$ cat src/sv/indexed_linked_list_engine_unit_macros.svh
// Assertion macros for the indexed linked list engine.
`ifndef INDEXED_LINKED_LIST_ENGINE_UNIT_MACROS_SVH
`define INDEXED_LINKED_LIST_ENGINE_UNIT_MACROS_SVH

`ifndef NO_ASSERTIONS
`define ILST_ASSERT_IMPL(label, ante, cons) \
    label: assert property (@(posedge i_clk) disable iff (!i_rst_n) (ante) |-> (cons)) \
        else $error("concurrent assertion failed");
`define ILST_ASSERT_NEXT(label, ante, cons) \
    label: assert property (@(posedge i_clk) disable iff (!i_rst_n) (ante) |=> (cons)) \
        else $error("concurrent assertion failed");
`else
`define ILST_ASSERT_IMPL(label, ante, cons)
`define ILST_ASSERT_NEXT(label, ante, cons)
`endif

`endif

$ cat src/sv/ilst_pkg.sv
// Shared constants, codes and interface types of the indexed linked list engine.
package ilst_pkg;

    localparam int CAPACITY   = 1024;
    localparam int VALUE_BITS = 32;
    localparam int SLOT_W     = $clog2(CAPACITY);
    localparam int COUNT_W    = 11;
    localparam int CMD_W      = 3;
    localparam int IO_VALUE_W = 32;

    typedef logic [SLOT_W-1:0]     t_slot;
    typedef logic [COUNT_W-1:0]    t_count;
    typedef logic [VALUE_BITS-1:0] t_value;

    typedef enum logic [CMD_W-1:0] {
        CMD_READ     = 3'd0,
        CMD_INS_HEAD = 3'd1,
        CMD_INS_TAIL = 3'd2,
        CMD_INS_AT   = 3'd3,
        CMD_DELETE   = 3'd4
    } t_cmd;

    typedef struct packed {
        logic   rd_en;
        t_slot  rd_addr;
        logic   wr_val_en;
        logic   wr_link_en;
        t_slot  wr_addr;
        t_value wr_val;
        t_slot  wr_link;
    } t_mem_req;

    typedef struct packed {
        t_value value;
        t_slot  link;
    } t_mem_rsp;

    typedef struct packed {
        logic   valid;
        logic   ok;
        t_value rv;
        t_count count;
    } t_result;

endpackage

$ cat src/sv/ilst_ctrl.sv
// Command sequencer: slot allocation, link walk, read-modify-write of the node store.
module ilst_ctrl import ilst_pkg::*; (
    input  logic                         i_clk,
    input  logic                         i_rst_n,
    input  logic                         i_in_valid,
    output logic                         o_in_stall,
    input  logic [CMD_W-1:0]             i_cmd,
    input  logic [COUNT_W-1:0]           i_position,
    input  logic signed [IO_VALUE_W-1:0] i_item_value,
    input  logic                         i_out_free,
    output t_result                      o_res,
    output t_mem_req                     o_mem_req,
    input  t_mem_rsp                     i_mem_rsp
);

    typedef enum logic [3:0] {
        S_IDLE,
        S_ALLOC,
        S_ALLOC_WAIT,
        S_WALK,
        S_FETCH,
        S_USE,
        S_WR1,
        S_WR2,
        S_RESP
    } t_state;

    typedef enum logic [2:0] {
        OP_READ,
        OP_PUT_HEAD,
        OP_PUT_TAIL,
        OP_PUT_MID,
        OP_DELETE
    } t_op;

    t_state r_state, n_state;
    t_op    r_op, n_op;
    t_slot  r_head, n_head;
    t_slot  r_tail, n_tail;
    t_count r_count, n_count;
    t_count r_fresh, n_fresh;
    t_slot  r_fhead, n_fhead;
    t_count r_fcount, n_fcount;
    t_count r_steps, n_steps;
    logic   r_pend, n_pend;
    logic   r_at_head, n_at_head;
    t_slot  r_cur, n_cur;
    t_slot  r_prev, n_prev;
    t_slot  r_new, n_new;
    t_slot  r_nn, n_nn;
    t_value r_v, n_v;
    logic   r_res_ok, n_res_ok;
    t_value r_res_rv, n_res_rv;

    t_slot    cur_now;
    logic     full;
    t_mem_req req;

    assign cur_now = r_pend ? i_mem_rsp.link : r_cur;
    assign full    = r_count >= COUNT_W'(CAPACITY);

    always_comb begin
        n_state   = r_state;
        n_op      = r_op;
        n_head    = r_head;
        n_tail    = r_tail;
        n_count   = r_count;
        n_fresh   = r_fresh;
        n_fhead   = r_fhead;
        n_fcount  = r_fcount;
        n_steps   = r_steps;
        n_pend    = r_pend;
        n_at_head = r_at_head;
        n_cur     = r_cur;
        n_prev    = r_prev;
        n_new     = r_new;
        n_nn      = r_nn;
        n_v       = r_v;
        n_res_ok  = r_res_ok;
        n_res_rv  = r_res_rv;
        req       = '0;
        o_res     = '0;

        unique case (r_state)
            S_IDLE: begin
                if (i_in_valid) begin
                    n_v       = t_value'(i_item_value);
                    n_cur     = r_head;
                    n_pend    = 1'b0;
                    n_steps   = i_position;
                    n_at_head = (i_position == '0);
                    n_res_ok  = 1'b0;
                    n_res_rv  = '0;
                    n_state   = S_RESP;
                    unique case (t_cmd'(i_cmd))
                        CMD_READ: begin
                            if (i_position < r_count) begin
                                n_op     = OP_READ;
                                n_res_ok = 1'b1;
                                n_state  = S_WALK;
                            end else begin
                                n_res_rv = '1;
                            end
                        end
                        CMD_INS_HEAD: begin
                            if (!full) begin
                                n_op     = OP_PUT_HEAD;
                                n_res_ok = 1'b1;
                                n_state  = S_ALLOC;
                            end
                        end
                        CMD_INS_TAIL: begin
                            if (!full) begin
                                n_op     = OP_PUT_TAIL;
                                n_res_ok = 1'b1;
                                n_state  = S_ALLOC;
                            end
                        end
                        CMD_INS_AT: begin
                            if (!full && i_position <= r_count) begin
                                priority if (i_position == '0) begin
                                    n_op = OP_PUT_HEAD;
                                end else if (i_position == r_count) begin
                                    n_op = OP_PUT_TAIL;
                                end else begin
                                    n_op = OP_PUT_MID;
                                end
                                n_res_ok = 1'b1;
                                n_state  = S_ALLOC;
                            end
                        end
                        CMD_DELETE: begin
                            if (i_position < r_count) begin
                                n_op     = OP_DELETE;
                                n_res_ok = 1'b1;
                                n_state  = S_WALK;
                            end
                        end
                        default: begin
                        end
                    endcase
                end
            end
            S_ALLOC: begin
                if (r_fcount != '0) begin
                    req.rd_en   = 1'b1;
                    req.rd_addr = r_fhead;
                    n_new       = r_fhead;
                    n_state     = S_ALLOC_WAIT;
                end else begin
                    n_new   = r_fresh[SLOT_W-1:0];
                    n_fresh = r_fresh + COUNT_W'(1);
                    n_state = (r_op == OP_PUT_MID) ? S_WALK : S_WR1;
                end
            end
            S_ALLOC_WAIT: begin
                n_fhead  = i_mem_rsp.link;
                n_fcount = r_fcount - COUNT_W'(1);
                n_state  = (r_op == OP_PUT_MID) ? S_WALK : S_WR1;
            end
            S_WALK: begin
                n_cur = cur_now;
                if (r_steps != '0) begin
                    req.rd_en   = 1'b1;
                    req.rd_addr = cur_now;
                    n_prev      = cur_now;
                    n_pend      = 1'b1;
                    n_steps     = r_steps - COUNT_W'(1);
                end else begin
                    n_pend  = 1'b0;
                    n_state = (r_op == OP_PUT_MID) ? S_WR1 : S_FETCH;
                end
            end
            S_FETCH: begin
                req.rd_en   = 1'b1;
                req.rd_addr = r_cur;
                n_state     = S_USE;
            end
            S_USE: begin
                if (r_op == OP_READ) begin
                    n_res_rv = i_mem_rsp.value;
                    n_state  = S_RESP;
                end else begin
                    n_nn    = i_mem_rsp.link;
                    n_state = S_WR1;
                end
            end
            S_WR1: begin
                n_state = S_RESP;
                unique case (r_op)
                    OP_PUT_HEAD: begin
                        req.wr_val_en  = 1'b1;
                        req.wr_link_en = 1'b1;
                        req.wr_addr    = r_new;
                        req.wr_val     = r_v;
                        req.wr_link    = (r_count == '0) ? '0 : r_head;
                        n_head         = r_new;
                        if (r_count == '0) begin
                            n_tail = r_new;
                        end
                        n_count = r_count + COUNT_W'(1);
                    end
                    OP_PUT_TAIL: begin
                        req.wr_val_en  = 1'b1;
                        req.wr_link_en = 1'b1;
                        req.wr_addr    = r_new;
                        req.wr_val     = r_v;
                        req.wr_link    = '0;
                        if (r_count == '0) begin
                            n_head  = r_new;
                            n_tail  = r_new;
                            n_count = r_count + COUNT_W'(1);
                        end else begin
                            n_state = S_WR2;
                        end
                    end
                    OP_PUT_MID: begin
                        req.wr_val_en  = 1'b1;
                        req.wr_link_en = 1'b1;
                        req.wr_addr    = r_new;
                        req.wr_val     = r_v;
                        req.wr_link    = r_cur;
                        n_state        = S_WR2;
                    end
                    OP_DELETE: begin
                        req.wr_link_en = 1'b1;
                        n_count        = r_count - COUNT_W'(1);
                        if (r_at_head) begin
                            req.wr_addr = r_cur;
                            req.wr_link = r_fhead;
                            n_fhead     = r_cur;
                            n_fcount    = r_fcount + COUNT_W'(1);
                            if (r_count == COUNT_W'(1)) begin
                                n_head = '0;
                                n_tail = '0;
                            end else begin
                                n_head = r_nn;
                            end
                        end else begin
                            req.wr_addr = r_prev;
                            req.wr_link = r_nn;
                            if (r_cur == r_tail) begin
                                n_tail = r_prev;
                            end
                            n_state = S_WR2;
                        end
                    end
                    OP_READ: begin
                    end
                endcase
            end
            S_WR2: begin
                n_state = S_RESP;
                unique case (r_op)
                    OP_PUT_TAIL: begin
                        req.wr_link_en = 1'b1;
                        req.wr_addr    = r_tail;
                        req.wr_link    = r_new;
                        n_tail         = r_new;
                        n_count        = r_count + COUNT_W'(1);
                    end
                    OP_PUT_MID: begin
                        req.wr_link_en = 1'b1;
                        req.wr_addr    = r_prev;
                        req.wr_link    = r_new;
                        n_count        = r_count + COUNT_W'(1);
                    end
                    OP_DELETE: begin
                        req.wr_link_en = 1'b1;
                        req.wr_addr    = r_cur;
                        req.wr_link    = r_fhead;
                        n_fhead        = r_cur;
                        n_fcount       = r_fcount + COUNT_W'(1);
                    end
                    default: begin
                    end
                endcase
            end
            S_RESP: begin
                o_res.valid = i_out_free;
                if (i_out_free) begin
                    n_state = S_IDLE;
                end
            end
            default: begin
                n_state = S_IDLE;
            end
        endcase

        o_res.ok    = r_res_ok;
        o_res.rv    = r_res_rv;
        o_res.count = r_count;
    end

    always_ff @(posedge i_clk) begin
        if (!i_rst_n) begin
            r_state  <= S_IDLE;
            r_op     <= OP_READ;
            r_head   <= '0;
            r_tail   <= '0;
            r_count  <= '0;
            r_fresh  <= '0;
            r_fhead  <= '0;
            r_fcount <= '0;
            r_steps  <= '0;
            r_pend   <= 1'b0;
        end else begin
            r_state  <= n_state;
            r_op     <= n_op;
            r_head   <= n_head;
            r_tail   <= n_tail;
            r_count  <= n_count;
            r_fresh  <= n_fresh;
            r_fhead  <= n_fhead;
            r_fcount <= n_fcount;
            r_steps  <= n_steps;
            r_pend   <= n_pend;
        end
        r_at_head <= n_at_head;
        r_cur     <= n_cur;
        r_prev    <= n_prev;
        r_new     <= n_new;
        r_nn      <= n_nn;
        r_v       <= n_v;
        r_res_ok  <= n_res_ok;
        r_res_rv  <= n_res_rv;
    end

    assign o_in_stall = (r_state != S_IDLE);
    assign o_mem_req  = req;

endmodule

$ cat config.mk
export PLATFORM = sky130hd
export DESIGN_NAME = ilst_ctrl
export DESIGN_NICKNAME = d
export VERILOG_FILES = /design/src/sv/indexed_linked_list_engine_unit_macros.svh /design/src/sv/ilst_pkg.sv /design/src/sv/ilst_ctrl.sv
export SDC_FILE = /design/constraint.sdc
export NUM_CORES = 1
export LEC_CHECK = 0
export BUFFER_PORTS_ARGS = -buffer_cell sky130_fd_sc_hd__buf_4
export CORE_UTILIZATION = 30
export CTS_CLUSTER_SIZE = 16
export DETAILED_ROUTE_END_ITERATION = 8
export GPL_TIMING_DRIVEN = 0
export PLACE_DENSITY = 0.58
export SLEW_MARGIN = 5
export SYNTH_ARGS = -nofsm -noshare
export SYNTH_HDL_FRONTEND = slang
export SYNTH_SLANG_ARGS = --single-unit
$ cat constraint.sdc
create_clock -name i_clk -period 7.96 [get_ports i_clk]
set_input_delay 0.398 -clock i_clk [delete_from_list [all_inputs] [get_ports i_clk]]
set_output_delay 0.398 -clock i_clk [all_outputs]
set_load 0.05 [all_outputs]
# Word level (Yosys, flattened, before mapping)
# Index checks and enable logic that the tools add are counted.
[op_classes] magnitude_cmp=3 bitwise=2 n_reduce_logical=34 add_sub_neg=6 eq_ne=42 n_mux=81
[op_table] operator="2-to-1 mux 32 bit" count=6
[op_table] operator="2-to-1 mux 10 bit" count=16
[op_table] operator="case mux 11 bit (3 select lines)" count=4
[op_table] operator="case mux 10 bit (2 select lines)" count=5
[op_table] operator="2-to-1 mux 11 bit" count=9
[op_table] operator="case mux 10 bit (3 select lines)" count=3
[op_table] operator="case mux 11 bit (2 select lines)" count=4
[op_table] operator="case mux 32 bit (2 select lines)" count=1
[op_table] operator="2-to-1 mux 4 bit" count=9
[op_table] operator="case mux 4 bit (9 select lines)" count=1
[op_table] operator="adder 11 x 1 -> 11 bit (second input constant)" count=3
[op_table] operator="subtractor 11 x 1 -> 11 bit (second input constant)" count=3
[op_table] operator="!= test 2 bit (second input constant)" count=14
[op_table] operator="case mux 4 bit (3 select lines)" count=2
[op_table] operator="logical NOT 11 bit" count=2
[op_table] operator="nonzero test 11 bit" count=2
[op_table] operator="2-to-1 mux 3 bit" count=7
[op_table] operator="equality test 4 x 3 -> 1 bit (second input constant)" count=4
[op_table] operator="case mux 3 bit (5 select lines)" count=1
[op_table] operator="equality test 3 x 2 -> 1 bit (second input constant)" count=4
[op_table] operator="AND reduction 4 bit" count=3
[op_table] operator="equality test 11 x 1 -> 1 bit (second input constant)" count=1
[op_table] operator="equality test 11 bit" count=1
[op_table] operator=">= comparator 11 bit (second input constant)" count=1
[op_table] operator="32 further kinds" count=62
[word_totals] ff_bits=188 inputBits=92

# Depth between registers and ports, before layout
[depth] word_depth=7 mapped_depth=11 ltp_nobuf=10

# Worst setup path before layout
# No wires, ideal clock.
[synth_timing] kind="reg2out" start="reg r_count[0]" end="out o_mem_req[0] in the netlist's numbering" path_buffers=1 path_stages_with_launch=9 t_required_ns=7.562 arrival_ns=3.123 slack_ns=4.439 path_cell_list="dfxtp_1 -> inv_1 -> ha_1 -> or3b_1 -> clkbuf_1 -> nor3_1 -> nor3_1 -> a222oi_1 -> o22ai_1"
[synth_rtl] element="start, declared" line_no="ilst_ctrl.sv:40" text="t_count r_count, n_count;"
[synth_rtl] element="start signal, assigned" line_no="ilst_ctrl.sv:312" text="r_count <= n_count;"
[synth_rtl] element="end, declared" line_no="ilst_ctrl.sv:12" text="output t_mem_req o_mem_req,"

==> impl_metrics.py <==
metrics = {
    "sta": {
        "setup_viol_count_final": 0,
        "clock_skew_ns": 0.0129,
        "setup_slack_ns": 3.75,
        "rsz0062_at_grt": "false",
        "finalHoldViolations": 0,
        "timing.setup.tns_ns": 0,
        "post-route-period-util": 0.529,
        "fmaxAchievable_mhz": 237,
        "finalMaxSlewViolations": 0,
        "max-slew-margin-rel": 0.180,
        "worst_pin_slew_ns": 1.22,
        "min_period_ns": 4.21,
    },
    "logic_synthesis": {
        "synth-xor-area-share": 0.0288,
        "ys.flop_type": "edfxtp_1",
        "yosys.area_share.simple": 0.182,
        "syn_nets": 1196,
        "synth_cells": 1078,
        "ys_types": 74,
        "synthAdderAreaFrac": 0.0322,
        "synth_top_area_share": 0.308,
        "synth_top_family_by_area": "compound AO/OA/AOI/OAI gates",
        "yosys_register_bits": 187,
        "synth_area_sq_um": 10300,
        "synthTopCellsByArea": "edfxtp_1 (31%), dfxtp_1 (16%), nand2_1 (3.8%)",
        "yosysTopAreaCell": "edfxtp_1",
        "async_flop_share": 0,
        "synth_edf_count": 106,
        "syn_avg_cell_area_sq_um": 9.58,
        "yosysSeqAreaShare": 0.465,
        "yosys-mux-area-fraction": 0.0541,
        "synth_compound_area_frac": 0.191,
        "ys_warn_count": 0,
    },
    "floorplanning": {
        "dieHeight_um": 187,
        "die-area_sq_um": 35200,
        "start_util": 0.306,
        "pin_count": 203,
        "row_count": 67,
        "dieWidth_um": 187,
        "core_region_area_sq_um": 33700,
    },
    "critical_path": {
        "critical_path.cell_chain": "inv_1 > ha_1 > or3b_1 > clkbuf_1 > nor3_1 > nor3_1 > a222oi_1 > o22ai_1 > buf_4",
        "required_ns": 7.56,
        "worstPathMaxFanout": 10,
        "cp-start-kind": "register",
        "crit_path_max_incr_delay_ns": 0.95,
        "cp_common_cell": "nor3_1",
        "criticalPathCategory": "reg2out",
        "endpoint_kind": "primary output",
        "cp_slowest_cell": "nor3_1",
        "crit_arrival_ns": 3.81,
    },
    "finish": {
        "areaGrowthSynthToFinish_pct": 25.6,
        "layout-drive-gt1-share": 0.216,
        "regArea_sq_um": 4800,
        "multi_input_area_sq_um": 5040,
        "final_common_cell": "buf_4",
        "final_nets": 1416,
        "antennaDiodeCount": 0,
        "fillers": 3386,
        "most-common-layout-cells": "buf_4 (202), edfxtp_1 (106), nand2_1 (103), nor2_1 (93), dfxtp_1 (81)",
    },
    "place": {
        "port-buffer-count": 201,
        "gp_congestion": 0.944,
        "hpwl_mm": 25.1,
        "place_ws_ns": 4.25,
    },
    "global_routing": {
        "grtUsageTotal": 0.186,
        "grt_first_pass_wirelength_mm": 50.9,
        "grt_max_degree": 37,
        "antenna_found_initial": 1,
        "grt_overflow": 0,
        "grt_pass1_vias": 8917,
    },
    "clock_tree": {
        "cts_setup_buffers": 0,
        "clock_sinks": 187,
        "insertion_delay_ns": 0.45,
        "htree_levels": 4,
        "root_buffer": "clkbuf_16",
        "cts_tree": "yes",
        "ctsResizeCount": 0,
        "cts_buffer_depth": 2,
        "cts_buffers": 17,
        "clk_pin_slew_ns": 0.07,
        "hold_buffers": 0,
    },
    "routing": {
        "wl_per_cell_um": 18.7,
        "routed_wirelength_mm": 33.0,
        "viasPerCell": 5.28,
        "drtAntennaViolNets": 0,
        "drc": 0,
        "drt_iter0_drc": 825,
        "dr_total_vias": 9280,
        "drt_first_pass_iters": 8,
    },
    "pwr": {
        "power_density_nw_per_um2": 205,
        "p_leak_uw": 0.00517,
        "ir_drop_mv": 0.132,
    },
    "run": {
        "drv_cap": 0,
    },
    "status": {
        "outcome": "finished clean",
    },
    "min_path": {
        "min_path_type": "in2reg",
    },
}
through the flow:
| step | hold slack, ns | power [uW] | instances | instance area (sq um) | utilization |
|---|---|---|---|---|---|
| final | 0.121 | 2660 | 1759 | 13000 | 0.385 |
| after detailed placement | 0.478 | 1830 | 1727 | 12400 | 0.368 |
| after global routing | 0.0999 | 2770 | 1759 | 13000 | 0.385 |
| after CTS | 0.0985 | 2680 | 1759 | 13000 | 0.385 |
| after floorplan | 0.443 | 1620 | 1078 | 10300 | - |
| after global placement | 0.466 | 1820 | 1727 | 12400 | 0.368 |
state kept, by name, summed over array words and instances (netlist names):
signal,cells
r_tail,10
r_new,10
r_fhead,10
r_at_head,1
r_pend,1
r_op,3
r_count,11
r_state,4
r_fresh,10
r_steps,11
r_res_rv,32
r_res_ok,1
r_head,10
r_v,32
r_nn,10
r_prev,10
r_fcount,11
r_cur,10
logic make-up (layout without fill, tap and decap cells):
kind of cell,after synthesis,count (layout)
xor+xnor,34,34
buf+inv,123,356
simple gates,366,366
fa+ha+maj,26,26
compound gates,290,290
flops,187,187
mux,52,52
critical path: cells and delay by family (launching register included):
family | cells | cell delay, ns
AND/OR/NAND/NOR | 3 | 1.30
buffers and inverters | 3 | 0.71
AO/OA/AOI/OAI | 2 | 0.55
flip-flops | 1 | 0.53
adder cells (fa/ha/maj) | 1 | 0.27
per-layer routing:
layer | global-route usage | up-vias | part of all wire
li1 | - | 4437 | -
met1 | 0.246 | 4441 | 0.44
met2 | 0.303 | 353 | 0.47
met3 | 0.0286 | 49 | 0.060
met4 | 0.0747 | 0 | 0.026
met5 | 0 | - | 0
cells in the mapped netlist, types with 9 or more instances:
| cell | instances |
|---|---|
| a211oi_1 | 23 |
| a21o_1 | 39 |
| a21oi_1 | 50 |
| a222oi_1 | 10 |
| a22oi_1 | 50 |
| a311oi_1 | 10 |
| and2_1 | 35 |
| clkbuf_1 | 72 |
| dfxtp_1 | 81 |
| edfxtp_1 | 106 |
| ha_1 | 25 |
| inv_1 | 34 |
| mux2_2 | 30 |
| mux2i_1 | 22 |
| nand2_1 | 104 |
| nand2b_1 | 16 |
| nand3_1 | 22 |
| nand4_1 | 9 |
| nor2_1 | 93 |
| nor3_1 | 16 |
| nor4_1 | 12 |
| o21ai_0 | 38 |
| o21ai_1 | 17 |
| o22ai_1 | 23 |
| or3_1 | 11 |
| or4_1 | 9 |
| xnor2_1 | 18 |
| xor2_1 | 16 |
power breakdown:
part           total [uW]  leakage [uW]  switching (uW)  internal, uW
Combinational         634       0.00322             414           220
Sequential           1180       0.00168            47.0          1130
Clock                 854      0.000273             388           465
cell type report:
type | instances | area share
plain buffers | 86 | 0.0263
clock buffers | 19 | 0.0334
clock inverters | 13 | 0.0110
inverters | 37 | 0.0107
multi-input cells | 768 | 0.389
flip-flops and latches | 187 | 0.370
well taps | 448 | 0.0432
repair buffers | 201 | 0.116
path summary, 6_finish.rpt:
kind	depth (start not counted)	end	start	slack [ns]
hold reg to reg	2	r_tail[9]	r_tail[9]	0.49
hold / removal	1	r_v[7]	i_item_value[7]	0.12
setup / recovery	9	o_mem_req[1]	r_count[0]	3.75
setup reg to reg	11	r_fcount[10]	r_state[2]	4.34
(Power assumes the default switching activity.)
